$ cat config.mk
export PLATFORM = sky130hd
export DESIGN_NAME = brss_ram
export DESIGN_NICKNAME = d
export VERILOG_FILES = /design/src/hdl/brss_ram.sv
export SDC_FILE = /design/constraint.sdc
export NUM_CORES = 1
export LEC_CHECK = 0
export BUFFER_PORTS_ARGS = -buffer_cell sky130_fd_sc_hd__buf_2
export CAP_MARGIN = 10
export CORE_MARGIN = 2
export CORE_UTILIZATION = 30
export DETAILED_ROUTE_END_ITERATION = 10
export PLACE_DENSITY = 0.46
export SETUP_SLACK_MARGIN = 0.05
export SLEW_MARGIN = 20
export SYNTH_ARGS = -nofsm -noshare
export SYNTH_HDL_FRONTEND = slang
export SYNTH_SLANG_ARGS = --single-unit
export TNS_END_PERCENT = 100
$ cat constraint.sdc
create_clock -name clk -period 4.8 [get_ports clk]
set_clock_uncertainty 0.15 [all_clocks]
set_input_delay 0.48 -clock clk [delete_from_list [all_inputs] [get_ports clk]]
set_output_delay 0.48 -clock clk [all_outputs]
set_load 0.05 [all_outputs]
$ cat src/hdl/brss_ram.sv
// ----------------------------------------------------------------------------
// brss_ram
// Simple dual-port synchronous RAM, one write and one registered read port.
// ----------------------------------------------------------------------------
module brss_ram #(
    parameter int DEPTH  = 16,
    parameter int WIDTH  = 32,
    parameter int ADDR_W = (DEPTH > 1) ? $clog2(DEPTH) : 1
) (
    input  logic              clk,
    input  logic              we,
    input  logic [ADDR_W-1:0] waddr,
    input  logic [WIDTH-1:0]  wdata,
    input  logic [ADDR_W-1:0] raddr,
    output logic [WIDTH-1:0]  rdata
);

    logic [WIDTH-1:0] mem [DEPTH];
    logic [WIDTH-1:0] rdata_reg;

    // write port
    always_ff @(posedge clk)
    begin
        if (we)
        begin
            mem[waddr] <= wdata;
        end
    end

    // read port, registered
    always_ff @(posedge clk)
    begin
        rdata_reg <= mem[raddr];
    end

    assign rdata = rdata_reg;

endmodule

# After elaboration in Yosys (flattened, before gate mapping)
# Memories as Yosys holds them, arrays and structs flattened. A register that Yosys moved wholly into a read port is not among the register bits.
# Index checks and enable logic that the tools add are counted.
[totals] reg_bits=0 wordCells=3 in_bits=42 ramBits=512 mem_count=1
[memory_table] name="mem" words=16 width=32 read_ports=1 rd_ports_with_merged_regs=1 write_ports=1 line_no="18" source="logic [WIDTH-1:0] mem [DEPTH];"
[classes] n_mux=2
[ops] operator="$mux W1" count=2

# Longest topological paths before layout
# Gate-level depths: netlist of the first run.
[logic_depth] word_depth=2 mapped_depth=5 depth_no_buf=3

# Worst setup path after synthesis of the first run
# OpenSTA, ideal clock, no wires.
[synth_path] path_kind="input -> register" from="in waddr[2]" to="mem mem[0][0] (enable)" path_stages=2 arrival_time_ns=3.198 path_slack_ns=0.990 required_ns=4.189 path_cell_list="or3b_2 > nor3_1"
[synth_lines] item="from (decl)" line_no="12" source="input logic [ADDR_W-1:0] waddr,"
[synth_lines] item="to (decl)" line_no="18"
# No word-level cell before the write port.

# Final worst setup path of the first run
[layout_path] from="in waddr[2]" to="mem mem[1][12] (enable)"
# No word-level cell before the write port.

==> summary.md, run 1 <==
| Metric | Value |
|---|---|
| Period utilization | `45.5%` |
| Seq/Total Area, Yosys | `80.7%` |
| Die Ht | `261 um` |
| Final WL | `45900 um` |
| Tmin final | `2.18 ns` |
| Critical Path Source Type | `input port` |
| Routed wl met3 | `2150 um` |
| Root buf cell | `clkbuf_16` |
| Post-layout util | `35.5%` |
| DRT Pass-1 Iters | `5` |
| Post-DRT Antenna Nets | `0` |
| DRC | `0` |
| Post-Synth XOR/XNOR Area | `0%` |
| Drt via density | `4.82` |
| Site Rows | `94` |
| Worst Path Class, Setup | `input port to register` |
| Max-capacitance violation count | `0` |
| Post-synth EDFFs | `512` |
| Num CTS Buffers | `57` |
| HP Class | `input port to register` |
| Ys async rst share | `0%` |
| Final Hold Violating Endpoints | `0` |
| Crit end category | `register` |
| Layout cells sized above 1 | `32.9%` |
| Fillers | `6088` |
| Core area | `65600 um2` |
| Initial Util | `30.3%` |
| Worst-margin pin slew | `1.06 ns` |
| Top post-synthesis cells by count | `edfxtp_1, mux4_2, a22oi_1` |
| Critical Path RT | `4.95 ns` |
| Fin area | `23300 um2` |
| First-pass GRT wire length | `67500 um` |
| Peak VDD IR | `235 uV` |
| Setup bufs post-CTS | `0` |
| Nets | `995` |
| Clock transition at path regs | `0.06 ns` |
| Worst skew pair latency | `0.60 ns` |
| Post-synthesis adder-cell area fraction | `0%` |
| Synth area leader | `edfxtp_1` |
| Setup_tns | `0 ns` |
| Largest net degree at the start of global routing | `74` |
| Full die area | `68300 um2` |
| Largest register FFs | `512` |
| Synth Cell Area | `19900 um2` |
| Syn Area/Cell | `23.7 um2` |
| Yosys cell types | `18` |
| H-tree Lvls | `2` |
| Post_cts resized | `0` |
| Ys Warns | `0` |
| Most frequent cell after synthesis | `edfxtp_1` |
| IO Pins | `74` |
| Critical path fanouts, max | `24` |
| Area grow syn2layout | `17.2%` |
| Reg2Reg Setup Slack | `3.27 ns` |
| RSZ-0062 raised after global routing | `false` |
| Compound-Gate Fraction of Synth Area | `2.42%` |
| Yosys reg bits | `544` |
| Average wire per standard cell | `24.6 um` |
| Status | `complete, no violations` |
| Post-Route M1 WL | `21800 um` |
| Port-buffer cells | `73` |
| Cell Area, Placed | `21400 um2` |
| HPWL after DPL | `23500 um` |
| Total grt overflow | `0` |
| Initial antenna violation count | `3` |
| # hold bufs at CTS | `0` |
| Leak | `7.36 nW` |
| Total number of vias | `8978` |
| Initial drt markers | `882` |
| Area contributors post-synth | `edfxtp_1, mux4_2, dfxtp_1` |
| Total track usage | `13.8%` |
| Max clock buf depth | `3` |
| Fmax | `458 MHz` |
| Vias in the first global route | `9690` |
| Largest family of logic cells by synthesized area | `multiplexers` |
| Mux share of post-synthesis cell area | `14.5%` |
| Syn_nets | `880` |
| Cell Pwr Density | `438 nW/um2` |
| GPL Wtd Cong | `0.660` |
| Worst slew margin | `29.4%` |
| Dominant synthesized flop cell | `edfxtp_1` |
| CTS tree | `built` |
| Synth Area in Simple Gates | `1.27%` |
| # clock sinks | `544` |
| Max-slew violations | `0` |
| Cells after synthesis | `838` |
| Share of the synthesized area in the top cell type | `77.4%` |
| DIE WIDTH | `261 um` |
| Met2 WL | `21200 um` |
| Antenna diodes | `0` |
| Final setup vio count | `0` |
| Critical path arrival | `2.33 ns` |
| DR top layer | `met5` |
cells by family after synthesis:
family                 count (synthesis)
AOI/OAI and AO/OA                     64
buffers and inverters                 43
DFF                                  544
muxes                                128
and+or+nand+nor                       59
through the flow:
step / hold WS, ns / worst slack, ns / power [mW] / instances
4_1_cts: 0.0614 / 2.57 / 10.3 / 1864
3_5_place_dp: 0.507 / 1.93 / 6.03 / 1758
6_report: 0.102 / 2.62 / 10.2 / 1864
3_3_place_gp: 0.503 / 1.94 / 6.03 / 1758
5_1_grt: 0.0835 / 2.40 / 10.6 / 1864
2_1_floorplan: 0.429 / 0.990 / 5.80 / 838
cell usage in the layout (no fill, tap or decap), types with 9 or more instances in the layout:
cell and instances:
edfxtp_1 512, mux4_2 128, buf_2 71, a22oi_1 64, clkbuf_16 59, nand2_1 33
dfxtp_1 32, buf_4 24, clkbuf_1 18, nor2_4 13, clkinv_2 9
power by group:
part           switching (mW)  total, mW  internal [mW]  leakage [nW]
Combinational           0.387      0.577          0.191          1.58
Sequential             0.0302       5.34           5.31          4.89
Clock                    1.78       4.28           2.50         0.885
Total                    2.20       10.2           8.00          7.36
layer usage:
layer  up-vias  global-route usage (%)
li1       3808                       -
met1      4880                    20.4
met2       217                    20.9
met3        69                    2.71
met4         4                    3.24
met5         -                       0
path summary, 6_finish.rpt:
kind | from | endpoint | depth (start not counted)
setup reg to reg | mem[3][19]$_DFFE_PP_ | rdata[19]$_DFF_P_ | 3
hold reg to reg | mem[14][28]$_DFFE_PP_ | rdata[28]$_DFF_P_ | 3
setup / recovery | waddr[2] | mem[1][12]$_DFFE_PP_ | 4
hold / removal | wdata[10] | mem[13][10]$_DFFE_PP_ | 1
final cells by class:
| class | instances | area (um2) | area share [%] |
|---|---|---|---|
| Tap cell | 864 | 1080 | 4.65 |
| Sequential cell | 544 | 16000 | 68.8 |
| Clock inverter | 23 | 193 | 0.828 |
| Clock buffer | 83 | 1630 | 6.99 |
| Timing Repair Buffer | 99 | 601 | 2.58 |
| Multi-Input combinational cell | 251 | 3750 | 16.1 |
critical path: stages:
cell    delay (ns)
buf_2         0.11
or3b_2        0.60
nor2_4        0.79
buf_4         0.34
Power figures use the tool's default switching activity.
==> run 2, diff against run 1 <==
--- a/config.mk
+++ b/config.mk
@@ -5,12 +5,13 @@
 export SDC_FILE = /design/constraint.sdc
 export NUM_CORES = 1
 export LEC_CHECK = 0
+export ABC_AREA = 1
 export BUFFER_PORTS_ARGS = -buffer_cell sky130_fd_sc_hd__buf_2
 export CAP_MARGIN = 10
 export CORE_MARGIN = 2
 export CORE_UTILIZATION = 30
 export DETAILED_ROUTE_END_ITERATION = 10
-export PLACE_DENSITY = 0.46
+export PLACE_DENSITY = 0.45
 export SETUP_SLACK_MARGIN = 0.05
 export SLEW_MARGIN = 20
 export SYNTH_ARGS = -nofsm -noshare
==> constraint.sdc (replaced) <==
create_clock -name clk -period 2.2 [get_ports clk]
set_clock_uncertainty 0.15 [all_clocks]
set_input_delay 0.22 -clock clk [delete_from_list [all_inputs] [get_ports clk]]
set_output_delay 0.22 -clock clk [all_outputs]
set_load 0.05 [all_outputs]
==> run 2 against run 1 <==
Net effect: global-route usage increased by 1.0 points; final cell count increased by 74%; power increased by 120%; core utilization increased by 0.18 points; die area increased by 14%; sequential power increased by 120%; first-iteration DRC count increased by 1.9%; sequential cell count unchanged; cell area increased by 14%; critical path type is now register to output port.
==> summary.md, run 2 <==
| Metric | Value |
|---|---|
| Critical path arrival | `1.27 ns` |
| CTS tree | `built` |
| Syn_nets | `2162` |
| Cell Pwr Density | `862 nW/um2` |
| Synth Cell Area | `22700 um2` |
| Yosys reg bits | `544` |
| Syn Area/Cell | `10.7 um2` |
| Status | `complete, no violations` |
| Ys Warns | `0` |
| Yosys cell types | `15` |
| Drt via density | `4.46` |
| GPL Wtd Cong | `0.741` |
| Area contributors post-synth | `edfxtp_1, nand2_1, nand3_1` |
| Worst skew pair latency | `0.61 ns` |
| Commonest non-fill, non-tap cells in the layout | `nand2_1, edfxtp_1, inv_1` |
| Fmax | `611 MHz` |
| Leak | `11.1 nW` |
| Peak VDD IR | `605 uV` |
| Num CTS Buffers | `59` |
| Initial antenna violation count | `1` |
| Share of the synthesized area in the top cell type | `67.6%` |
| Setup bufs post-CTS | `0` |
| Critical Path Source Type | `register` |
| Largest family of logic cells by synthesized area | `simple AND/OR/NAND/NOR gates` |
| Placed Cells | `3098` |
| Clock transition at path regs | `0.06 ns` |
| Area grow syn2layout | `17.1%` |
| Ys async rst share | `0%` |
| Max-capacitance violation count | `0` |
| Total track usage | `14.8%` |
| Post-layout util | `35.6%` |
| Critical path fanouts, max | `1` |
| Worst slew margin | `61.2%` |
| Port-buffer cells | `73` |
| Max-slew violations | `0` |
| Largest net degree at the start of global routing | `75` |
| Period utilization | `74.4%` |
| HP Class | `input port to register` |
| Nets | `2265` |
| Critical path, cell by cell | `buf_2` |
| HPWL after DPL | `30000 um` |
| Full die area | `78000 um2` |
| Vias in the first global route | `14400` |
| Seq/Total Area, Yosys | `70.5%` |
| Total power | `22.9 mW` |
| Max clock buf depth | `3` |
| Site Rows | `100` |
| Crit end category | `output port` |
| Delay-heaviest family, CP | `flip-flops` |
| Post-Synth XOR/XNOR Area | `0%` |
| Initial drt markers | `899` |
| Compound-Gate Fraction of Synth Area | `0%` |
| CP peak stage delay | `0.36 ns` |
| Worst-margin pin slew | `0.582 ns` |
| Total grt overflow | `0` |
| Most frequent cell after synthesis | `nand2_1` |
| Worst Path Class, Setup | `register to output port` |
| Final setup vio count | `0` |
| Synth Area in Simple Gates | `20.0%` |
| DRT Pass-1 Iters | `5` |
| IO Pins | `74` |
| Average wire per standard cell | `17.6 um` |
| Core area | `74700 um2` |
| Commonest non-fill, non-tap cell in the layout | `nand2_1` |
| Antenna diodes | `0` |
| Mux share of post-synthesis cell area | `0%` |
| Post-synth EDFFs | `512` |
| Tmin final | `1.64 ns` |
| Non-Filler Instances | `3242` |
| Root buf cell | `clkbuf_16` |
| Layout cells sized above 1 | `9.59%` |
| First-pass GRT wire length | `87600 um` |
| DIE WIDTH | `279 um` |
| Top post-synthesis cells by count | `nand2_1, edfxtp_1, inv_1` |
| CP max-delay cell | `dfxtp_1` |
| Initial Util | `30.4%` |
| Total number of vias | `14500` |
| Fillers | `7319` |
| Critical Path RT | `1.83 ns` |
| Final hold slack | `0.0965 ns` |
| Largest register FFs | `512` |
| WP buf/inv | `1` |
| Cells after synthesis | `2120` |
| H-tree Lvls | `2` |
| Post-DRT Antenna Nets | `0` |
| RSZ-0062 raised after global routing | `false` |
| Final Hold Violating Endpoints | `0` |
| Post-synthesis adder-cell area fraction | `0%` |
| Dominant synthesized flop cell | `edfxtp_1` |
| Final WL | `57200 um` |
| # clock sinks | `544` |
| Die Ht | `279 um` |
| DRC | `0` |
| Synth area leader | `edfxtp_1` |
[run 2: cell count changes after synthesis, sizes merged, moves of 2 or more]
| cell | change |
|---|---|
| nor2 | +4 |
| inv | +390 |
| clkbuf | -3 |
| a22oi | -64 |
| buf | +65 |
| nor3 | -4 |
| nand3 | +384 |
| mux4 | -128 |
| nand2b | -2 |
| nor2b | -2 |
| nand2 | +644 |
[run 2: logic make-up (layout without fill, tap and decap cells)]
family                 after synthesis  after routing
and+or+nand+nor                   1081           1081
DFF                                544            544
buffers and inverters              495            648
[run 2: area by class of cell]
type                       count  area, um2  share of cell area (%)
timing repair buffer         147       1370                    5.14
tap                          969       1210                    4.56
clock inverter                41        328                    1.23
multi-input combinational   1081       4670                    17.5
clock buffer                  70       1550                    5.82
inverter                     390       1470                    5.54
sequential                   544      16000                    60.2
[run 2: final timing paths]
check                            start           endpoint  slack [ns]  cells after the start
hold / removal                raddr[3]  rdata[12]$_DFF_P_         0.1                      4
setup / recovery     rdata[11]$_DFF_P_          rdata[11]        0.56                      1
setup reg to reg  mem[1][28]$_DFFE_PP_  rdata[28]$_DFF_P_        0.99                      6
hold reg to reg   mem[4][20]$_DFFE_PP_  rdata[20]$_DFF_P_        0.51                      6
[run 2: per-layer routing]
layer,share of wire (%),vias up,track usage (%)
met5,0,-,0
li1,-,7056,-
met3,3.5,62,2.16
met2,48,246,24.7
met4,1.6,0,3.32
met1,47,7095,20.2
[run 2: repair_timing]
action	4_1_cts	5_1_grt
hold endpoints to repair	516	0
hold buffers	33	0
gates resized for setup	0	0
[run 2: report_power, final]
group	internal (mW)	switching [mW]
registers	11.6	0.0664
logic	0.447	1.20
clock network	5.58	4.05
[run 2: per-stage QoR]
stage | setup TNS (ns) | worst slack (ns) | area, um2
after global routing | 0 | 0.505 | 26600
after detailed placement | 0 | 0.391 | 24400
final | 0 | 0.563 | 26600
after global placement | 0 | 0.403 | 24400
after floorplan | -51.95 | -0.163 | 22700
after CTS | 0 | 0.525 | 26600
==> run 3, diff against run 2 <==
--- a/config.mk
+++ b/config.mk
@@ -11,7 +11,7 @@
 export CORE_MARGIN = 2
 export CORE_UTILIZATION = 30
 export DETAILED_ROUTE_END_ITERATION = 10
-export PLACE_DENSITY = 0.45
+export PLACE_DENSITY = 0.47
 export SETUP_SLACK_MARGIN = 0.05
 export SLEW_MARGIN = 20
 export SYNTH_ARGS = -nofsm -noshare
==> constraint.sdc (replaced) <==
create_clock -name clk -period 1.5 [get_ports clk]
set_clock_uncertainty 0.15 [all_clocks]
set_input_delay 0.15 -clock clk [delete_from_list [all_inputs] [get_ports clk]]
set_output_delay 0.15 -clock clk [all_outputs]
set_load 0.05 [all_outputs]
==> run 3 against run 2 <==
Net effect: combinational power is 76% higher; final cell count rose by 2.0%; sequential cell count stayed put; critical path depth stayed put; routed wire length rose by 5.4%; hold slack lost 0.033 ns; clock-buffer cell count grew 19; setup slack got worse by 0.50 ns; global-route usage increased by 0.46 points; via count grew 2.2%; die area stayed put; core utilization increased by 2.2 points; critical path type unchanged.
==> summary.md, run 3 (same netlist as run 2, synthesis figures left out) <==
| Metric | Value |
|---|---|
| Status | `complete, no violations` |
| Fmax | `694 MHz` |
| Final setup vio count | `0` |
| Layout cells sized above 1 | `13.6%` |
| Max-slew violations | `0` |
| Critical path arrival | `1.14 ns` |
| R2r startpoint | `mem[13][10]$_DFFE_PP_` |
| H-tree Lvls | `2` |
| Max-capacitance violation count | `0` |
| Critical Path Source Type | `register` |
| Vias in the first global route | `14800` |
| HPWL after DPL | `35100 um` |
| Nets | `2328` |
| Area grow syn2layout | `24.3%` |
| Die Ht | `279 um` |
| Peak VDD IR | `1050 uV` |
| Initial Util | `30.4%` |
| Register area | `16100 um2` |
| IO Pins | `74` |
| Total grt overflow | `0` |
| DIE WIDTH | `279 um` |
| Critical path, cell by cell | `buf_8` |
| Total track usage | `15.2%` |
| Largest net degree at the start of global routing | `49` |
| Num CTS Buffers | `60` |
| Total power | `35.4 mW` |
| Commonest non-fill, non-tap cells in the layout | `nand2_1, edfxtp_1, inv_1` |
| Crit end category | `output port` |
| Tmin final | `1.44 ns` |
| Root buf cell | `clkbuf_16` |
| Initial drt markers | `886` |
| Worst slew margin | `71.5%` |
| Routed wl met3 | `1980 um` |
| Total number of vias | `14800` |
| Final WL | `60300 um` |
| DR top layer | `met4` |
| Post-DRT Antenna Nets | `0` |
| HP Class | `input port to register` |
| Final hold slack | `0.0640 ns` |
| CP max-delay cell | `dfxtp_4` |
| Worst skew pair latency | `0.62 ns` |
| Core area | `74700 um2` |
| Period utilization | `96.1%` |
| # clock sinks | `544` |
| Commonest non-fill, non-tap cell in the layout | `nand2_1` |
| First-pass GRT wire length | `90600 um` |
| Max clock buf depth | `3` |
| WP buf/inv | `1` |
| Critical path fanouts, max | `1` |
| Hold Startpoint | `we` |
| Cell Pwr Density | `1250 nW/um2` |
| RSZ-0062 raised after global routing | `true` |
| Reg2Reg Setup Slack | `0.30 ns` |
| Final Hold Violating Endpoints | `0` |
| CTS tree | `built` |
| Initial antenna violation count | `0` |
| Average wire per standard cell | `18.2 um` |
| Delay-heaviest family, CP | `flip-flops` |
| Met2 WL | `29400 um` |
| GPL Wtd Cong | `0.752` |
| Leak | `11.8 nW` |
| Full die area | `78000 um2` |
| Combined area of the multi-input logic cells | `4700 um2` |
| Critical Path RT | `1.20 ns` |
| Post-Route M1 WL | `27700 um` |
| Drt via density | `4.47` |
| Setup crit start | `rdata[31]$_DFF_P_` |
| DRC | `0` |
| Port-buffer cells | `73` |
| CP peak stage delay | `0.37 ns` |
| Post-layout util | `37.8%` |
| DRT Pass-1 Iters | `5` |
| Setup_tns | `0 ns` |
| Fillers | `7247` |
| Antenna diodes | `0` |
| Worst-margin pin slew | `0.427 ns` |
| Site Rows | `100` |
| Largest register FFs | `512` |
| Clock transition at path regs | `0.07 ns` |
| Worst Path Class, Setup | `register to output port` |
## run 3: cell count changes in the layout (fill, tap and decap cells not counted), sizes merged
cell / previous run / this run
bufinv: 5 / 8
clkinv: 33 / 15
buf: 113 / 166
clkbuf: 71 / 96
inv: 391 / 392
dlymetal6s4s: 0 / 1
dlygate4sd3: 33 / 35
clkinvlp: 2 / 0
## run 3: final timing paths
kind                          endpoint  cells past startpoint
hold / removal    mem[3][14]$_DFFE_PP_                      4
setup reg to reg     rdata[10]$_DFF_P_                      6
hold reg to reg      rdata[31]$_DFF_P_                      6
setup / recovery             rdata[31]                      1
## run 3: report_power, final
| group | switching, mW | total (mW) | internal [mW] |
|---|---|---|---|
| registers | 0.137 | 17.1 | 17.0 |
| clock network | 6.05 | 15.4 | 9.35 |
| logic | 1.87 | 2.90 | 1.03 |
## run 3: repair_timing
| action | in CTS | in global routing |
|---|---|---|
| gates resized for setup | 98 | 25 |
| hold buffers | 36 | 0 |
| setup endpoints to repair | 32 | 34 |
| gates cloned | 0 | 8 |
| pin swaps | 0 | 1 |
| endpoints found under the hold margin | 544 | 0 |
| setup buffers | 0 | 4 |
## run 3: per-layer routing
| layer | global-route usage [%] | up-vias |
|---|---|---|
| li1 | - | 7188 |
| met1 | 20.1 | 7234 |
| met2 | 26.2 | 273 |
| met3 | 1.80 | 76 |
| met4 | 4.41 | 0 |
| met5 | 0 | - |
## run 3: layout make-up
type | count | share of cell area [%]
Sequential cell | 544 | 56.8
Multi-Input combinational cell | 1081 | 16.7
Clock inverter | 25 | 1.26
Inverter | 390 | 5.28
Tap cell | 969 | 4.29
Clock buffer | 89 | 6.12
Timing Repair Buffer | 209 | 9.55
## run 3: stage by stage
stage / cell area [um2] / worst slack (ns) / cells
final: 28300 / 0.0583 / 3307
after global routing: 28300 / 0.00166 / 3307
after CTS: 27900 / -0.0112 / 3295
after detailed placement: 25200 / -0.0353 / 3145
after global placement: 25200 / -0.0516 / 3145
after floorplan: 22900 / -0.137 / 2120
