**src/hdl/brss_pkg.sv**
```systemverilog
// ----------------------------------------------------------------------------
// brss_pkg
// Shared widths, codes and defaults of the bucketed range-sum store.
// ----------------------------------------------------------------------------
package brss_pkg;

    // transaction field widths
    localparam int INDEX_W = 8;
    localparam int DATA_W  = 32;
    localparam int LEN_W   = 9;

    // default geometry
    localparam int DEPTH_DEF       = 256;
    localparam int BUCKET_SIZE_DEF = 16;

    // fixed-point scale of the index-to-bucket reciprocal
    localparam int RECIP_SHIFT = 16;

    // request kinds
    localparam logic KIND_WRITE = 1'b0;
    localparam logic KIND_QUERY = 1'b1;

    // response status codes
    localparam logic STATUS_OK  = 1'b0;
    localparam logic STATUS_BAD = 1'b1;

    // configuration port
    localparam int         APB_DATA_W        = 32;
    localparam int         PADDR_W           = 3;
    localparam logic       REG_USED_LENGTH   = 1'b0;
    localparam logic [8:0] USED_LENGTH_RESET = 9'd256;

endpackage

```
**src/hdl/brss_if.sv**
```systemverilog
// ----------------------------------------------------------------------------
// brss_if
// Valid/ready channels for requests and responses of the range-sum store.
// ----------------------------------------------------------------------------
interface brss_req_if;
    logic                                valid;
    logic                                ready;
    logic                                kind;
    logic [brss_pkg::INDEX_W-1:0]        index_a;
    logic [brss_pkg::INDEX_W-1:0]        index_b;
    logic signed [brss_pkg::DATA_W-1:0]  value;

    modport source (output valid, output kind, output index_a, output index_b,
                    output value, input ready);
    modport sink   (input valid, input kind, input index_a, input index_b,
                    input value, output ready);
endinterface

interface brss_rsp_if;
    logic                                valid;
    logic                                ready;
    logic signed [brss_pkg::DATA_W-1:0]  sum;
    logic                                status;

    modport source (output valid, output sum, output status, input ready);
    modport sink   (input valid, input sum, input status, output ready);
endinterface

```
**src/hdl/brss_seq.sv**
```systemverilog
// ----------------------------------------------------------------------------
// brss_seq
// Sequencer of the range-sum store: clearing sweep, element writes with
// bucket-sum update, and range queries walking elements and bucket sums.
// ----------------------------------------------------------------------------
module brss_seq #(
    parameter int DEPTH       = brss_pkg::DEPTH_DEF,
    parameter int BUCKET_SIZE = brss_pkg::BUCKET_SIZE_DEF,
    parameter int NUM_BUCKETS = (DEPTH + BUCKET_SIZE - 1) / BUCKET_SIZE,
    parameter int AW          = $clog2(DEPTH),
    parameter int BW          = (NUM_BUCKETS > 1) ? $clog2(NUM_BUCKETS) : 1
) (
    input  logic                         clk,
    input  logic                         rst_n,
    input  logic [brss_pkg::LEN_W-1:0]   used_length,
    brss_req_if.sink                     request,
    brss_rsp_if.source                   response,
    output logic                         elem_we,
    output logic [AW-1:0]                elem_waddr,
    output logic [brss_pkg::DATA_W-1:0]  elem_wdata,
    output logic [AW-1:0]                elem_raddr,
    input  logic [brss_pkg::DATA_W-1:0]  elem_rdata,
    output logic                         bkt_we,
    output logic [BW-1:0]                bkt_waddr,
    output logic [brss_pkg::DATA_W-1:0]  bkt_wdata,
    output logic [BW-1:0]                bkt_raddr,
    input  logic [brss_pkg::DATA_W-1:0]  bkt_rdata,
    output logic                         clearing
);

    localparam int IW    = brss_pkg::INDEX_W;
    localparam int DW    = brss_pkg::DATA_W;
    localparam int CW    = ($clog2(DEPTH + 1) > brss_pkg::LEN_W) ?
                           $clog2(DEPTH + 1) : brss_pkg::LEN_W;
    localparam int RW    = brss_pkg::RECIP_SHIFT + 1;
    localparam int PW    = IW + RW;
    localparam int MW    = IW + 9;
    localparam int RECIP = (1 << brss_pkg::RECIP_SHIFT) / BUCKET_SIZE;

    // sequencer states
    localparam logic [3:0] ST_CLEAR = 4'd0;
    localparam logic [3:0] ST_IDLE  = 4'd1;
    localparam logic [3:0] ST_DIV1  = 4'd2;
    localparam logic [3:0] ST_DIV2  = 4'd3;
    localparam logic [3:0] ST_W_RD  = 4'd4;
    localparam logic [3:0] ST_W_WR  = 4'd5;
    localparam logic [3:0] ST_Q_E1  = 4'd6;
    localparam logic [3:0] ST_Q_BKT = 4'd7;
    localparam logic [3:0] ST_Q_E3  = 4'd8;
    localparam logic [3:0] ST_DRAIN = 4'd9;
    localparam logic [3:0] ST_DONE  = 4'd10;

    logic [3:0]    state_reg, state_next;
    logic [AW-1:0] clr_reg, clr_next;
    logic          kind_reg, kind_next;
    logic [IW-1:0] a_reg, a_next;
    logic [IW-1:0] b_reg, b_next;
    logic [DW-1:0] val_reg, val_next;
    logic [IW-1:0] qa_reg, qa_next;
    logic [IW-1:0] qb_reg, qb_next;
    logic [IW-1:0] ba_reg, ba_next;
    logic [IW-1:0] bb_reg, bb_next;
    logic [IW-1:0] end1_reg, end1_next;
    logic [IW-1:0] start3_reg, start3_next;
    logic [IW-1:0] j_reg, j_next;
    logic [IW-1:0] k_reg, k_next;
    logic [DW-1:0] acc_reg, acc_next;
    logic          bad_reg, bad_next;
    logic          pend_reg, pend_next;
    logic          pend_elem_reg, pend_elem_next;
    logic          out_valid_reg, out_valid_next;
    logic [DW-1:0] out_sum_reg, out_sum_next;
    logic          out_status_reg, out_status_next;

    logic [CW-1:0] len;
    logic [CW-1:0] in_a_ext, in_b_ext;
    logic          accept;
    logic [PW-1:0] prod_a, prod_b;
    logic [MW-1:0] base_a0, base_b0, rem_a0, rem_b0;
    logic          corr_a, corr_b;
    logic [MW-1:0] base_a, base_b;
    logic [IW-1:0] ba_calc, bb_calc;
    logic          out_free;

    // effective length and range checks on the incoming transaction
    assign len      = (CW'(used_length) > CW'(DEPTH)) ? CW'(DEPTH) : CW'(used_length);
    assign in_a_ext = CW'(request.index_a);
    assign in_b_ext = CW'(request.index_b);
    assign accept   = request.valid && request.ready;

    // index to bucket: reciprocal product, then one correction step
    assign prod_a  = PW'(a_reg) * PW'(RECIP);
    assign prod_b  = PW'(b_reg) * PW'(RECIP);
    assign base_a0 = MW'(qa_reg) * MW'(BUCKET_SIZE);
    assign base_b0 = MW'(qb_reg) * MW'(BUCKET_SIZE);
    assign rem_a0  = MW'(a_reg) - base_a0;
    assign rem_b0  = MW'(b_reg) - base_b0;
    assign corr_a  = rem_a0 >= MW'(BUCKET_SIZE);
    assign corr_b  = rem_b0 >= MW'(BUCKET_SIZE);
    assign base_a  = corr_a ? base_a0 + MW'(BUCKET_SIZE) : base_a0;
    assign base_b  = corr_b ? base_b0 + MW'(BUCKET_SIZE) : base_b0;
    assign ba_calc = corr_a ? qa_reg + IW'(1) : qa_reg;
    assign bb_calc = corr_b ? qb_reg + IW'(1) : qb_reg;

    assign out_free = !out_valid_reg || response.ready;

    // next-state logic
    always_comb
    begin
        state_next      = state_reg;
        clr_next        = clr_reg;
        kind_next       = kind_reg;
        a_next          = a_reg;
        b_next          = b_reg;
        val_next        = val_reg;
        qa_next         = qa_reg;
        qb_next         = qb_reg;
        ba_next         = ba_reg;
        bb_next         = bb_reg;
        end1_next       = end1_reg;
        start3_next     = start3_reg;
        j_next          = j_reg;
        k_next          = k_reg;
        acc_next        = acc_reg;
        bad_next        = bad_reg;
        pend_next       = 1'b0;
        pend_elem_next  = 1'b1;
        out_valid_next  = out_valid_reg && !response.ready;
        out_sum_next    = out_sum_reg;
        out_status_next = out_status_reg;

        // accumulate data returned for last cycle's read
        if (pend_reg)
        begin
            acc_next = acc_reg + (pend_elem_reg ? elem_rdata : bkt_rdata);
        end

        unique case (state_reg)
            ST_CLEAR:
            begin
                clr_next = clr_reg + AW'(1);
                if (clr_reg == AW'(DEPTH - 1))
                begin
                    state_next = ST_IDLE;
                end
            end
            ST_IDLE:
            begin
                if (accept)
                begin
                    kind_next = request.kind;
                    a_next    = request.index_a;
                    b_next    = request.index_b;
                    val_next  = request.value;
                    acc_next  = '0;
                    bad_next  = 1'b0;
                    if (request.kind == brss_pkg::KIND_WRITE)
                    begin
                        state_next = (in_a_ext < len) ? ST_DIV1 : ST_IDLE;
                    end
                    else if (in_a_ext > in_b_ext || in_b_ext >= len)
                    begin
                        bad_next   = 1'b1;
                        state_next = ST_DONE;
                    end
                    else
                    begin
                        state_next = ST_DIV1;
                    end
                end
            end
            ST_DIV1:
            begin
                qa_next    = prod_a[brss_pkg::RECIP_SHIFT +: IW];
                qb_next    = prod_b[brss_pkg::RECIP_SHIFT +: IW];
                state_next = ST_DIV2;
            end
            ST_DIV2:
            begin
                ba_next     = ba_calc;
                bb_next     = bb_calc;
                end1_next   = (ba_calc == bb_calc) ? b_reg :
                              IW'(base_a + MW'(BUCKET_SIZE - 1));
                start3_next = IW'(base_b);
                j_next      = a_reg;
                if (kind_reg == brss_pkg::KIND_WRITE)
                begin
                    k_next     = ba_calc;
                    state_next = ST_W_RD;
                end
                else
                begin
                    k_next     = ba_calc + IW'(1);
                    state_next = ST_Q_E1;
                end
            end
            ST_W_RD:
            begin
                state_next = ST_W_WR;
            end
            ST_W_WR:
            begin
                state_next = ST_IDLE;
            end
            ST_Q_E1:
            begin
                pend_next = 1'b1;
                if (j_reg == end1_reg)
                begin
                    if (ba_reg == bb_reg)
                    begin
                        state_next = ST_DRAIN;
                    end
                    else if (k_reg < bb_reg)
                    begin
                        state_next = ST_Q_BKT;
                    end
                    else
                    begin
                        j_next     = start3_reg;
                        state_next = ST_Q_E3;
                    end
                end
                else
                begin
                    j_next = j_reg + IW'(1);
                end
            end
            ST_Q_BKT:
            begin
                pend_next      = 1'b1;
                pend_elem_next = 1'b0;
                if (k_reg + IW'(1) == bb_reg)
                begin
                    j_next     = start3_reg;
                    state_next = ST_Q_E3;
                end
                else
                begin
                    k_next = k_reg + IW'(1);
                end
            end
            ST_Q_E3:
            begin
                pend_next = 1'b1;
                if (j_reg == b_reg)
                begin
                    state_next = ST_DRAIN;
                end
                else
                begin
                    j_next = j_reg + IW'(1);
                end
            end
            ST_DRAIN:
            begin
                state_next = ST_DONE;
            end
            ST_DONE:
            begin
                if (out_free)
                begin
                    out_valid_next  = 1'b1;
                    out_sum_next    = bad_reg ? '0 : acc_reg;
                    out_status_next = bad_reg ? brss_pkg::STATUS_BAD : brss_pkg::STATUS_OK;
                    state_next      = ST_IDLE;
                end
            end
            default:
            begin
                state_next = ST_IDLE;
            end
        endcase
    end

    // control registers
    always_ff @(posedge clk or negedge rst_n)
    begin
        if (!rst_n)
        begin
            state_reg     <= ST_CLEAR;
            clr_reg       <= '0;
            pend_reg      <= 1'b0;
            out_valid_reg <= 1'b0;
        end
        else
        begin
            state_reg     <= state_next;
            clr_reg       <= clr_next;
            pend_reg      <= pend_next;
            out_valid_reg <= out_valid_next;
        end
    end

    // payload registers
    always_ff @(posedge clk)
    begin
        kind_reg       <= kind_next;
        a_reg          <= a_next;
        b_reg          <= b_next;
        val_reg        <= val_next;
        qa_reg         <= qa_next;
        qb_reg         <= qb_next;
        ba_reg         <= ba_next;
        bb_reg         <= bb_next;
        end1_reg       <= end1_next;
        start3_reg     <= start3_next;
        j_reg          <= j_next;
        k_reg          <= k_next;
        acc_reg        <= acc_next;
        bad_reg        <= bad_next;
        pend_elem_reg  <= pend_elem_next;
        out_sum_reg    <= out_sum_next;
        out_status_reg <= out_status_next;
    end

    // memory ports
    assign elem_raddr = AW'(j_reg);
    assign bkt_raddr  = BW'(k_reg);
    assign elem_we    = (state_reg == ST_CLEAR) || (state_reg == ST_W_WR);
    assign elem_waddr = (state_reg == ST_CLEAR) ? clr_reg : AW'(a_reg);
    assign elem_wdata = (state_reg == ST_CLEAR) ? '0 : val_reg;
    assign bkt_we     = ((state_reg == ST_CLEAR) &&
                         ({1'b0, clr_reg} < (AW + 1)'(NUM_BUCKETS))) ||
                        (state_reg == ST_W_WR);
    assign bkt_waddr  = (state_reg == ST_CLEAR) ? BW'(clr_reg) : BW'(ba_reg);
    assign bkt_wdata  = (state_reg == ST_CLEAR) ? '0 :
                        bkt_rdata - elem_rdata + val_reg;

    // handshake outputs
    assign request.ready   = (state_reg == ST_IDLE);
    assign response.valid  = out_valid_reg;
    assign response.sum    = out_sum_reg;
    assign response.status = out_status_reg;
    assign clearing        = (state_reg == ST_CLEAR);

endmodule

```
**src/flat_wrapper.sv**
```systemverilog
// flat-port wrapper written by rule: the top's interface ports become plain ports
module brss_seq_flat 
#(
    parameter int DEPTH       = brss_pkg::DEPTH_DEF,
    parameter int BUCKET_SIZE = brss_pkg::BUCKET_SIZE_DEF,
    parameter int NUM_BUCKETS = (DEPTH + BUCKET_SIZE - 1) / BUCKET_SIZE,
    parameter int AW          = $clog2(DEPTH),
    parameter int BW          = (NUM_BUCKETS > 1) ? $clog2(NUM_BUCKETS) : 1
)
  (clk, rst_n, used_length, elem_we, elem_waddr, elem_wdata, elem_raddr, elem_rdata, bkt_we, bkt_waddr, bkt_wdata, bkt_raddr, bkt_rdata, clearing, request_valid, request_kind, request_index_a, request_index_b, request_value, request_ready, response_valid, response_sum, response_status, response_ready);
  brss_req_if request_i ();
  brss_rsp_if response_i ();
  input  logic clk;
  input  logic rst_n;
  input  logic [brss_pkg::LEN_W-1:0] used_length;
  output logic elem_we;
  output logic [AW-1:0] elem_waddr;
  output logic [brss_pkg::DATA_W-1:0] elem_wdata;
  output logic [AW-1:0] elem_raddr;
  input  logic [brss_pkg::DATA_W-1:0] elem_rdata;
  output logic bkt_we;
  output logic [BW-1:0] bkt_waddr;
  output logic [brss_pkg::DATA_W-1:0] bkt_wdata;
  output logic [BW-1:0] bkt_raddr;
  input  logic [brss_pkg::DATA_W-1:0] bkt_rdata;
  output logic clearing;
  input wire logic [$bits(request_i.valid)-1:0] request_valid;
  input wire logic [$bits(request_i.kind)-1:0] request_kind;
  input wire logic [$bits(request_i.index_a)-1:0] request_index_a;
  input wire logic [$bits(request_i.index_b)-1:0] request_index_b;
  input wire logic [$bits(request_i.value)-1:0] request_value;
  output wire logic [$bits(request_i.ready)-1:0] request_ready;
  output wire logic [$bits(response_i.valid)-1:0] response_valid;
  output wire logic [$bits(response_i.sum)-1:0] response_sum;
  output wire logic [$bits(response_i.status)-1:0] response_status;
  input wire logic [$bits(response_i.ready)-1:0] response_ready;
  assign request_i.valid = request_valid;
  assign request_i.kind = request_kind;
  assign request_i.index_a = request_index_a;
  assign request_i.index_b = request_index_b;
  assign request_i.value = request_value;
  assign request_ready = request_i.ready;
  assign response_valid = response_i.valid;
  assign response_sum = response_i.sum;
  assign response_status = response_i.status;
  assign response_i.ready = response_ready;
  brss_seq #(.DEPTH(DEPTH), .BUCKET_SIZE(BUCKET_SIZE), .NUM_BUCKETS(NUM_BUCKETS), .AW(AW), .BW(BW)) u_core (.clk(clk), .rst_n(rst_n), .used_length(used_length), .request(request_i), .response(response_i), .elem_we(elem_we), .elem_waddr(elem_waddr), .elem_wdata(elem_wdata), .elem_raddr(elem_raddr), .elem_rdata(elem_rdata), .bkt_we(bkt_we), .bkt_waddr(bkt_waddr), .bkt_wdata(bkt_wdata), .bkt_raddr(bkt_raddr), .bkt_rdata(bkt_rdata), .clearing(clearing));
endmodule
```
**config.mk**
```make
export PLATFORM = sky130hd
export DESIGN_NAME = brss_seq_flat
export DESIGN_NICKNAME = d
export VERILOG_FILES = /design/src/hdl/brss_pkg.sv /design/src/hdl/brss_if.sv /design/src/hdl/brss_seq.sv /design/src/flat_wrapper.sv
export SDC_FILE = /design/constraint.sdc
export NUM_CORES = 1
export LEC_CHECK = 0
export BUFFER_PORTS_ARGS = -buffer_cell sky130_fd_sc_hd__buf_2
export CAP_MARGIN = 25
export CORE_ASPECT_RATIO = 0.5
export CORE_MARGIN = 2
export CORE_UTILIZATION = 57
export DETAILED_ROUTE_END_ITERATION = 8
export PLACE_DENSITY_LB_ADDON = 0.3
export SLEW_MARGIN = 20
export SYNTH_ARGS = -nofsm -noshare
export SYNTH_HDL_FRONTEND = slang
export SYNTH_SLANG_ARGS = --single-unit
```
**constraint.sdc**
```tcl
create_clock -name clk -period 5.04 [get_ports clk]
set_input_delay 0.252 -clock clk [delete_from_list [all_inputs] [get_ports clk]]
set_output_delay 0.252 -clock clk [all_outputs]
set_load 0.02 [all_outputs]
```
# Yosys cells after proc, flatten, opt, wreduce, memory -nomap -nowiden
# Index checks and enable logic that the tools add are counted.
[word_totals] ff_bits=186 latchBits=0 mem_bits_rw=0 romBits=0 inputBits=126 wordCells=130 n_memories=0
[classes] add_sub_neg=14 multipliers=0 div=0 n_lt_le_gt_ge=8 eq_ne=26 n_shift=0 n_mux=42 bitwise_logic=0 reduce_logical=18
[ops] cell="$mux W32" n=6
[ops] cell="$mux W8" n=13
[ops] cell="$add A32 B32 Y32" n=2
[ops] cell="$mux W4" n=11
[ops] cell="$eq A8 B8 Y1" n=5
[ops] cell="$pmux W4 S10" n=1
[ops] cell="$ge A17 B5 Y1 const B" n=2
[ops] cell="$add A8 B1 Y8 const B" n=4
[ops] cell="$pmux W8 S4" n=1
[ops] cell="$sub A32 B32 Y32" n=1
[ops] cell="$sub A8 B8 Y9" n=2
[ops] cell="$add A8 B5 Y8 const B" n=2
[ops] cell="$eq A4 B3 Y1 const B" n=4
[ops] cell="$pmux W8 S2" n=1
[ops] cell="$eq A4 B4 Y1 const B" n=3
[ops] cell="$add A4 B1 Y5 const B" n=2
[ops] cell="$ne A2 B1 Y1 const B" n=5
[ops] cell="$ge A8 B9 Y1" n=1
[ops] cell="$gt A9 B9 Y1 const B" n=1
[ops] cell="$lt A8 B9 Y1" n=1
[ops] cell="$mux W9" n=1
[ops] cell="$add A8 B4 Y8 const B" n=1
[ops] cell="$eq A4 B2 Y1 const B" n=2
[ops] cell="$eq A8 B8 Y1 const B" n=1
[ops] cell="other kinds (18)" n=35

# Depth between registers and ports, before layout
# Gate-level depths: netlist of the first run.
[depth] depth_word=8 ltp_mapped=15

# Worst setup path before layout of the first run
# No wires, ideal clock.
[synth_path] path_type="register to register" startpoint="register u_core.state_reg[3]" endpoint="register u_core.out_status_reg (netlist: u_core.response.status), enable pin" setup_time_ns=0.471 arrival_time_ns=3.264 required_time_ns=4.569 setup_slack_ns=1.305 path_stages_with_launch=4 synth_period_minus_slack_ns=3.735 path_cell_list="dfrtp_1 -> clkbuf_1 -> nand3b_1 -> nor3b_1"
[synth_between] elab_chain_len=2
[synth_lines] item="start, declared" line_no="brss_seq.sv:53" text="logic [3:0] state_reg, state_next;"
[synth_lines] item="start signal, assigned" line_no="brss_seq.sv:288" text="state_reg <= state_next;"
[synth_lines] item="$eq A4 B4 Y1" line_no="brss_seq.sv:138" text="unique case (state_reg)"
[synth_lines] item="$reduce_and A2 Y1 (no line)"
[synth_lines] item="end signal, assigned" line_no="brss_seq.sv:314" text="out_status_reg <= out_status_next;"
[synth_lines] item="end, declared" line_no="brss_seq.sv:73" text="logic out_status_reg, out_status_next;"
# No other way between the ends.
# A chain may end at the register's enable or synchronous reset.

# Final worst setup path of the first run
[layout_path] startpoint="register u_core.val_reg[1]" endpoint="output bkt_wdata[24] in the netlist's numbering"
[layout_between] elab_chain_len=2
[layout_lines] item="start, declared" line_no="brss_seq.sv:58" text="logic [DW-1:0] val_reg, val_next;"
[layout_lines] item="start signal, assigned" line_no="brss_seq.sv:301" text="val_reg <= val_next;"
[layout_lines] item="$add A32 B32 Y32" line_no="brss_seq.sv:328" text="bkt_rdata - elem_rdata + val_reg;"
[layout_lines] item="$mux W32" line_no="brss_seq.sv:327" text="assign bkt_wdata = (state_reg == ST_CLEAR) ? '0 :"
[layout_lines] item="end, declared" line_no="flat_wrapper.sv:23" text="output logic [brss_pkg::DATA_W-1:0] bkt_wdata;"
# No other way between the ends.

==> results of run 1 <==
cell type report:
cell class	count	share of cell area
repair buffers	296	0.110
clock buffers	17	0.0277
flip-flops and latches	172	0.311
well taps	300	0.0245
multi-input cells	1033	0.475
inverters	169	0.0413
clock inverters	15	0.0105
final timing paths:
kind,endpoint,cells past startpoint,slack (ns),startpoint
hold / removal,u_core.kind_reg$_DFFE_PP_,1,0.01,request_kind
min in group asynchronous,u_core.state_reg[1]$_DFFE_PN0P_,2,0.26,rst_n
hold reg to reg,u_core.acc_reg[17]$_DFF_P_,2,0.50,u_core.acc_reg[17]$_DFF_P_
setup reg to reg,u_core.acc_reg[31]$_DFF_P_,12,1.29,u_core.pend_elem_reg$_DFF_P_
max in group asynchronous,u_core.clr_reg[6]$_DFFE_PN0P_,2,4.52,rst_n
setup / recovery,bkt_wdata[24],14,0.82,u_core.val_reg[1]$_DFFE_PP_
cell usage in the layout (no fill, tap or decap), types with 28 or more instances in the layout:
master                          instances
sky130_fd_sc_hd__dlygate4sd3_1         38
sky130_fd_sc_hd__ha_1                 105
sky130_fd_sc_hd__inv_1                168
sky130_fd_sc_hd__a21oi_1               73
sky130_fd_sc_hd__o21ai_0               97
sky130_fd_sc_hd__xor2_1                48
sky130_fd_sc_hd__fa_1                  34
sky130_fd_sc_hd__nor2b_1               49
sky130_fd_sc_hd__edfxtp_1             125
sky130_fd_sc_hd__xnor2_1               62
sky130_fd_sc_hd__nand3_1               28
sky130_fd_sc_hd__nor2_1               159
sky130_fd_sc_hd__dfxtp_1               32
sky130_fd_sc_hd__nand2_1              119
sky130_fd_sc_hd__buf_2                251
power groups by stage:
stage / Sequential, mW / Clock [mW] / Combinational (mW)
floorplan: 2.26 / 0 / 3.39
global placement: 2.33 / 0 / 4.51
detailed placement: 2.35 / 0 / 4.61
CTS: 2.32 / 1.35 / 4.67
global route: 2.37 / 1.40 / 5.18
finish: 2.33 / 1.34 / 4.72
stage by stage:
step / worst slack [ns] / hold WS, ns / cell area, sq um
after floorplan: 1.31 / -0.0436 / 12900
after global placement: 1.35 / 0.182 / 14400
after detailed placement: 1.27 / 0.183 / 14400
after CTS: 0.819 / 0.00257 / 15300
after global routing: 0.510 / 0.00359 / 15300
final: 0.824 / 0.0142 / 15300
worst reg2reg max path, stage by stage (launching register included):
cell                       delay (ns)
sky130_fd_sc_hd__dfxtp_2         0.35
sky130_fd_sc_hd__buf_4           0.50
sky130_fd_sc_hd__o21ai_0         0.23
sky130_fd_sc_hd__ha_1            0.45
sky130_fd_sc_hd__nand4_1         0.24
sky130_fd_sc_hd__nor3_1          0.32
sky130_fd_sc_hd__a41oi_1         0.23
sky130_fd_sc_hd__nand4_1         0.15
sky130_fd_sc_hd__o211ai_1        0.16
sky130_fd_sc_hd__o21ai_0         0.42
sky130_fd_sc_hd__mux2i_1         0.34
sky130_fd_sc_hd__o21a_1          0.16
sky130_fd_sc_hd__nor3_1          0.04
layer usage:
metal / global-route usage / wire length (microns) / up-vias
li1: - / - / 5420
met1: 0.354 / 14300 / 5341
met2: 0.522 / 17100 / 412
met3: 0.0623 / 2170 / 100
met4: 0.146 / 1310 / 0
met5: 0 / 0 / -
cell families (layout without fill, tap and decap cells):
group	after synthesis	after routing	share of synthesized area
AOI/OAI and AO/OA	290	290	0.139
xor gates and xnor gates	111	111	0.0760
adders and majority gates	139	139	0.155
buffers and inverters	220	497	0.0655
DFF	172	172	0.370
muxes	31	31	0.0250
and+or+nand+nor	462	462	0.170
what timing repair did:
action,in CTS,in global routing
setup endpoints to repair,0,0
endpoints found under the hold margin,51,0
hold buffers,38,0
setup buffers,0,0
==> out/results.md, run 1 <==
| Quantity | Value | Unit |
|---|---|---|
| Synthesized instance count | 1,425 | - |
| Leak pwr | 7.13 | nW |
| Top cell types by occurrence after synthesis | sky130_fd_sc_hd__inv_1, sky130_fd_sc_hd__nor2_1, sky130_fd_sc_hd__edfxtp_1 | - |
| Starting DRC count in detailed routing | 754 | - |
| Largest clock skew in the final design | 0.00903 | ns |
| Overall die height | 110 | microns |
| Post-synth net total | 1,690 | - |
| Register Area | 4770 | sq um |
| CTS tree | yes | - |
| Final Total Pwr | 8.38 | mW |
| Sw power | 3.90 | mW |
| Depth of the CTS H-tree | 4 | - |
| Number of resized instances in the post-cts repair step | 0 | - |
| Highest fanout seen on the critical path | 4 | - |
| Root buffer cell | sky130_fd_sc_hd__clkbuf_16 | - |
| Ordered list of cells on the worst path | inv_1, fa_1, inv_1, fa_1, a211oi_1, o21ai_0, nand3b_1, o211ai_1, a21boi_0, o21ai_0, a21oi_1, xor2_1, nor2_1, buf_2 | - |
| Run status | complete, no violations | - |
| Diode count | 0 | - |
| Slew headroom | 0.374 | - |
| Most frequent cell after synthesis | sky130_fd_sc_hd__inv_1 | - |
| Count of nets left with antenna violations after detail routing | 0 | - |
| Floorplan row count | 38 | - |
| Launching element type of the critical path | register | - |
| Number of search-and-repair iterations in the first detailed-routing pass | 8 | - |
| Required time at the worst-slack endpoint | 4.79 | ns |
| Total of endpoints with negative setup slack in the final report | 0 | - |
| Type of element capturing the critical path | primary output | - |
| Overall overflow remaining after global route | 0 | - |
| Max VDD drop | 0.000358 | V |
| Initial standard-cell utilization of the core | 0.588 | - |
| Number of hold violations in the final report | 0 | - |
| Portion of total power attributed to sequential cells | 0.278 | - |
| Internal power component | 4.49 | mW |
| Count of flip-flops with a built-in enable after synthesis | 125 | - |
| Sinks on the clock net | 172 | - |
| Power density normalized to cell area | 546 | nW/um^2 |
| Cell types occupying the most area after synthesis | sky130_fd_sc_hd__edfxtp_1, sky130_fd_sc_hd__ha_1, sky130_fd_sc_hd__fa_1 | - |
| Critical path buffers and inverters | 3 | - |
| Number of global-route vias before repair | 11,218 | - |
| Critical path's slowest cell | sky130_fd_sc_hd__fa_1 | - |
| Die Footprint | 23,900 | sq um |
| Switch share | 0.465 | - |
| Maximum cell stage delay along the critical path | 0.49 | ns |
| Area occupied by multi-input gates | 7290 | sq um |
| Sequential area share after synthesis | 0.370 | - |
| Clk buf depth | 2 | - |
| Fraction of registers with async set/reset | 0.0814 | - |
| Peak Freq | 237 | MHz |
| Wire length of the first global-routing pass | 55,000 | microns |
| Portion of total power attributed to combinational logic | 0.563 | - |
| Total Routed Length | 34,900 | microns |
| Final instance count without filler cells | 2,002 | - |
| Most used flip-flop cell after synthesis | sky130_fd_sc_hd__edfxtp_1 | - |
| Minimum clock period | 4.22 | ns |
| Share of final-layout standard cells stronger than drive strength 1 | 0.183 | - |
| Cell class contributing the biggest share of worst-path delay | compound AO/OA/AOI/OAI gates | - |
| Total Neg Setup Slack | 0 | ns |
| Share of the cycle needed by the critical path after routing | 0.836 | - |
| CP Data Arrival Time | 3.96 | ns |
| Clock transition at the registers of the reported paths | 0.07 | ns |
| Synthesized cell area | 12,900 | sq um |
| Number of remaining DRC errors | 0 | - |
| Floorplan die width | 217 | microns |
| Placed cells | 1,932 | - |
| Yosys synthesis warning count | 0 | - |
| IO Port Bufs | 251 | - |
| Initial antenna violation count | 0 | - |
| Average wire per cell in the routed design | 17.4 | microns |
| Min-delay worst type | in -> reg | - |
| Cell type with the largest total area after synthesis | sky130_fd_sc_hd__edfxtp_1 | - |
| Aggregate global-route resource usage | 0.297 | - |
| Actual slew at the worst max-slew pin | 0.934 | ns |
| Average size of a mapped cell | 9.05 | sq um |
| Top cell type's share of synthesized area | 0.291 | - |
| Final HPWL DP | 26,300 | microns |
| Area of the placeable core | 21,900 | sq um |
| Worst Setup Path Type | reg -> out | - |
| Fillers | 1,672 | - |
| Area growth from synthesis to final layout | 19.0 | % |
| Max Cap Viol | 0 | - |
| Core utilization of the finished layout | 0.700 | - |
| Number of CTS-inserted buffers | 17 | - |
| IO Pins | 252 | - |
| Pins over their slew limit | 0 | - |
| Post-synth cell types | 71 | - |
| Via-per-instance ratio | 5.63 | - |
| Insertion delay to the later sink of the worst-skew pair | 0.46 | ns |
| Maximum number of pins on one net before global-route repair | 79 | - |
| RSZ-0062 raised after global routing | no | - |
| Number of vias in the routed layout | 11,273 | - |
| Total number of nets in the final design | 1,954 | - |
| Clock network power share | 0.159 | - |
| Post-synthesis register bit count | 172 | - |
| GP Congestion | 0.951 | - |
No activity file was read; power rests on OpenSTA's default activity.
==> run 2: changes to the inputs <==
--- a/config.mk
+++ b/config.mk
@@ -9,7 +9,7 @@
 export CAP_MARGIN = 25
 export CORE_ASPECT_RATIO = 0.5
 export CORE_MARGIN = 2
-export CORE_UTILIZATION = 57
+export CORE_UTILIZATION = 51
 export DETAILED_ROUTE_END_ITERATION = 8
 export PLACE_DENSITY_LB_ADDON = 0.3
 export SLEW_MARGIN = 20
==> constraint.sdc (replaced) <==
create_clock -name clk -period 3.45 [get_ports clk]
set_input_delay 0.1725 -clock clk [delete_from_list [all_inputs] [get_ports clk]]
set_output_delay 0.1725 -clock clk [all_outputs]
set_load 0.02 [all_outputs]
==> out/results.md, run 2 (synthesis gave the netlist of run 1 again) <==
| Quantity | Value | Unit | Delta |
|---|---|---|---|
| Peak Freq | 261 | MHz |  |
| Failing checks | negative setup slack | - |  |
| Initial antenna violation count | 1 | - | was 0 |
| CTS tree | yes | - | unchanged |
| Clk buf depth | 2 | - | unchanged |
| Max Cap Viol | 0 | - | unchanged |
| Cell repeated most along the worst path | sky130_fd_sc_hd__buf_4 | - |  |
| GP Congestion | 0.938 | - | was 0.951 |
| RSZ-0062 raised after global routing | yes | - | was no |
| Insertion delay to the later sink of the worst-skew pair | 0.45 | ns | was 0.46 ns |
| Aggregate global-route resource usage | 0.271 | - | was 0.297 |
| Via-per-instance ratio | 5.50 | - | was 5.63 |
| Area growth from synthesis to final layout | 28.3 | % | was 19.0% |
| Root buffer cell | sky130_fd_sc_hd__clkbuf_16 | - | unchanged |
| Type of element capturing the critical path | primary output | - | unchanged |
| Floorplan row count | 41 | - | was 38 |
| Share of final-layout standard cells stronger than drive strength 1 | 0.258 | - | was 0.183 |
| IO Pins | 252 | - | unchanged |
| Final setup margin | -0.379 | ns | was 0.824 ns |
| Area of the placeable core | 25,000 | sq um | was 21,900 sq um |
| Overall overflow remaining after global route | 0 | - | unchanged |
| Actual slew at the worst max-slew pin | 0.912 | ns | was 0.934 ns |
| Slew headroom | 0.392 | - | was 0.374 |
| Total number of nets in the final design | 2,033 | - | was 1,954 |
| Required time at the worst-slack endpoint | 3.28 | ns | was 4.79 ns |
| Final instance count without filler cells | 2,126 | - | was 2,002 |
| Final HPWL DP | 27,100 | microns | was 26,300 microns |
| Die Footprint | 26,600 | sq um | was 23,900 sq um |
| Run status | complete, but fails checks | - | was complete, no violations |
| Pins over their slew limit | 0 | - | unchanged |
| Power density normalized to cell area | 790 | nW/um^2 | was 546 nW/um^2 |
| Depth of the CTS H-tree | 4 | - | unchanged |
| Wire length of the first global-routing pass | 56,600 | microns | was 55,000 microns |
| Layout Cell Area excl Fill | 16,500 | sq um | was 15,300 sq um |
| Critical path buffers and inverters | 22 | - | was 3 |
| Largest clock skew in the final design | 0.0128 | ns | was 0.00903 ns |
| Min-delay worst type | in -> reg | - | unchanged |
| Floorplan die width | 229 | microns | was 217 microns |
| Total of endpoints with negative setup slack in the final report | 13 | - | was 0 |
| Launching element type of the critical path | register | - | unchanged |
| Total Routed Length | 37,200 | microns | was 34,900 microns |
| Maximum number of pins on one net before global-route repair | 79 | - | unchanged |
| Met3 GRT Util | 0.0508 | - | was 0.0623 |
| Most crowded layer after global routing | met2 | - | unchanged |
| Minimum clock period | 3.83 | ns |  |
| Most used cells in the layout excluding fill and tap cells | sky130_fd_sc_hd__buf_2, sky130_fd_sc_hd__nor2_1, sky130_fd_sc_hd__inv_1 | - | was sky130_fd_sc_hd__buf_2, sky130_fd_sc_hd__inv_1, sky130_fd_sc_hd__nor2_1 |
| Maximum cell stage delay along the critical path | 0.35 | ns | was 0.49 ns |
| Placed cell area | 14,700 | sq um | was 14,400 sq um |
| Routing usage on met2 | 0.484 | - | was 0.522 |
| Max VDD drop | 0.000363 | V | was 0.000358 V |
| Total Neg Setup Slack | -2.18 | ns | was 0 ns |
| Critical path's slowest cell | sky130_fd_sc_hd__edfxtp_1 | - | was sky130_fd_sc_hd__fa_1 |
| Number of CTS-inserted buffers | 17 | - | unchanged |
| Number of hold violations in the final report | 0 | - | unchanged |
| Ordered list of cells on the worst path | inv_2, buf_4, buf_4, buf_4, buf_4, buf_4, buf_4, buf_4, buf_4, buf_4, buf_4, buf_4, buf_4, buf_4, buf_4, buf_4, buf_4, buf_4, buf_4, buf_4, buf_4, nor2_1, buf_4 | - | was inv_1, fa_1, inv_1, fa_1, a211oi_1, o21ai_0, nand3b_1, o211ai_1, a21boi_0, o21ai_0, a21oi_1, xor2_1, nor2_1, buf_2 |
| Number of remaining DRC errors | 0 | - | unchanged |
| Leak pwr | 7.53 | nW | was 7.13 nW |
| Share of the cycle needed by the critical path after routing | 1.11 | - |  |
| Number of global-route vias before repair | 11,389 | - | was 11,218 |
| Number of vias in the routed layout | 11,684 | - | was 11,273 |
| Final Total Pwr | 13.1 | mW | was 8.38 mW |
| Initial standard-cell utilization of the core | 0.515 | - | was 0.588 |
| Cell class contributing the biggest share of worst-path delay | buffers and inverters | - | was compound AO/OA/AOI/OAI gates |
| Most frequent standard cell in the layout excluding fill and tap cells | sky130_fd_sc_hd__buf_2 | - | unchanged |
| Worst Setup Path Type | reg -> out | - | unchanged |
| IO Port Bufs | 251 | - | unchanged |
| Sinks on the clock net | 172 | - | unchanged |
| Overall die height | 116 | microns | was 110 microns |
| Highest fanout seen on the critical path | 2 | - | was 4 |
| Placed cells | 2,007 | - | was 1,932 |
| Number of search-and-repair iterations in the first detailed-routing pass | 7 | - | was 8 |
| Average wire per cell in the routed design | 17.5 | microns | was 17.4 microns |
| CP Data Arrival Time | 3.66 | ns | was 3.96 ns |
| Starting DRC count in detailed routing | 935 | - | was 754 |
| Clock transition at the registers of the reported paths | 0.07 | ns | about the same |
| Count of nets left with antenna violations after detail routing | 0 | - | unchanged |
| Global routing usage on met1 | 0.329 | - | was 0.354 |
-- run 2: cell types whose count changed in the layout (fill, tap and decap cells not counted), sizes merged, moves of 2 or more --
cell / delta
clkinv: +2
clkbuf: +3
inv: -4
dlygate4sd3: +12
buf: +67
-- run 2: through the flow --
stage	utilization	worst slack, ns	hold slack, ns
5_1_grt	0.661	-0.455	0.108
6_report	0.661	-0.379	0.0708
2_1_floorplan	-	0.140	-0.123
4_1_cts	0.649	-0.248	0.0526
3_5_place_dp	0.586	-0.0307	0.0863
3_3_place_gp	0.586	0.000787	0.0856
-- run 2: cell type report --
type                            count  area (sq um)
Clock buffer                       20           437
Inverter                          169           634
Timing Repair Buffer              375          2380
Tap cell                          344           430
Fill cell                        2026          8500
Antenna cell                        1          2.50
Clock inverter                     12          98.8
Multi-Input combinational cell   1033          7790
Sequential cell                   172          4770
-- run 2: per-layer routing --
metal  part of all wire  vias up
met5                  0        -
met4              0.033        0
met3              0.053       98
met2               0.50      397
met1               0.42     5606
li1                   -     5583
-- run 2: what timing repair did --
item	CTS	global route
hold endpoints to repair	63	0
gates resized for setup	76	56
setup buffers	28	9
pin swaps	36	35
hold buffers	50	0
endpoints found under the setup margin	19	37
-- run 2: worst register-to-register path: stages (launching register included) --
cell and delay, ns:
sky130_fd_sc_hd__edfxtp_1 0.44, sky130_fd_sc_hd__inv_1 0.09, sky130_fd_sc_hd__ha_1 0.17, sky130_fd_sc_hd__inv_1 0.06, sky130_fd_sc_hd__fa_1 0.50, sky130_fd_sc_hd__nand2b_1 0.12, sky130_fd_sc_hd__a21oi_1 0.04, sky130_fd_sc_hd__o21a_1 0.15
sky130_fd_sc_hd__nand2b_1 0.19, sky130_fd_sc_hd__nor3_1 0.32, sky130_fd_sc_hd__xor2_1 0.18, sky130_fd_sc_hd__nor4b_4 0.29, sky130_fd_sc_hd__buf_4 0.18, sky130_fd_sc_hd__mux2_2 0.34
-- run 2: path summary, 6_finish.rpt --
path / from / to / slack, ns / depth (start not counted)
hold / removal: response_ready / u_core.response.valid$_DFF_PN0_ / 0.07 / 3
min in group asynchronous: rst_n / u_core.clr_reg[0]$_DFFE_PN0P_ / 0.17 / 2
max in group asynchronous: rst_n / u_core.state_reg[1]$_DFFE_PN0P_ / 3.04 / 2
setup / recovery: u_core.val_reg[1]$_DFFE_PP_ / elem_wdata[1] / -0.38 / 23
setup reg to reg: u_core.b_reg[4]$_DFFE_PP_ / u_core.end1_reg[5]$_DFFE_PP_ / 0.14 / 13
hold reg to reg: u_core.acc_reg[17]$_DFF_P_ / u_core.acc_reg[17]$_DFF_P_ / 0.50 / 2
-- run 2: report_power, final --
group	leakage (nW)	internal (mW)	switching [mW]	total [mW]
logic	5.68	3.22	4.62	7.85
clock network	0.247	0.984	0.830	1.81
registers	1.60	2.88	0.530	3.41
total	7.53	7.08	5.98	13.1
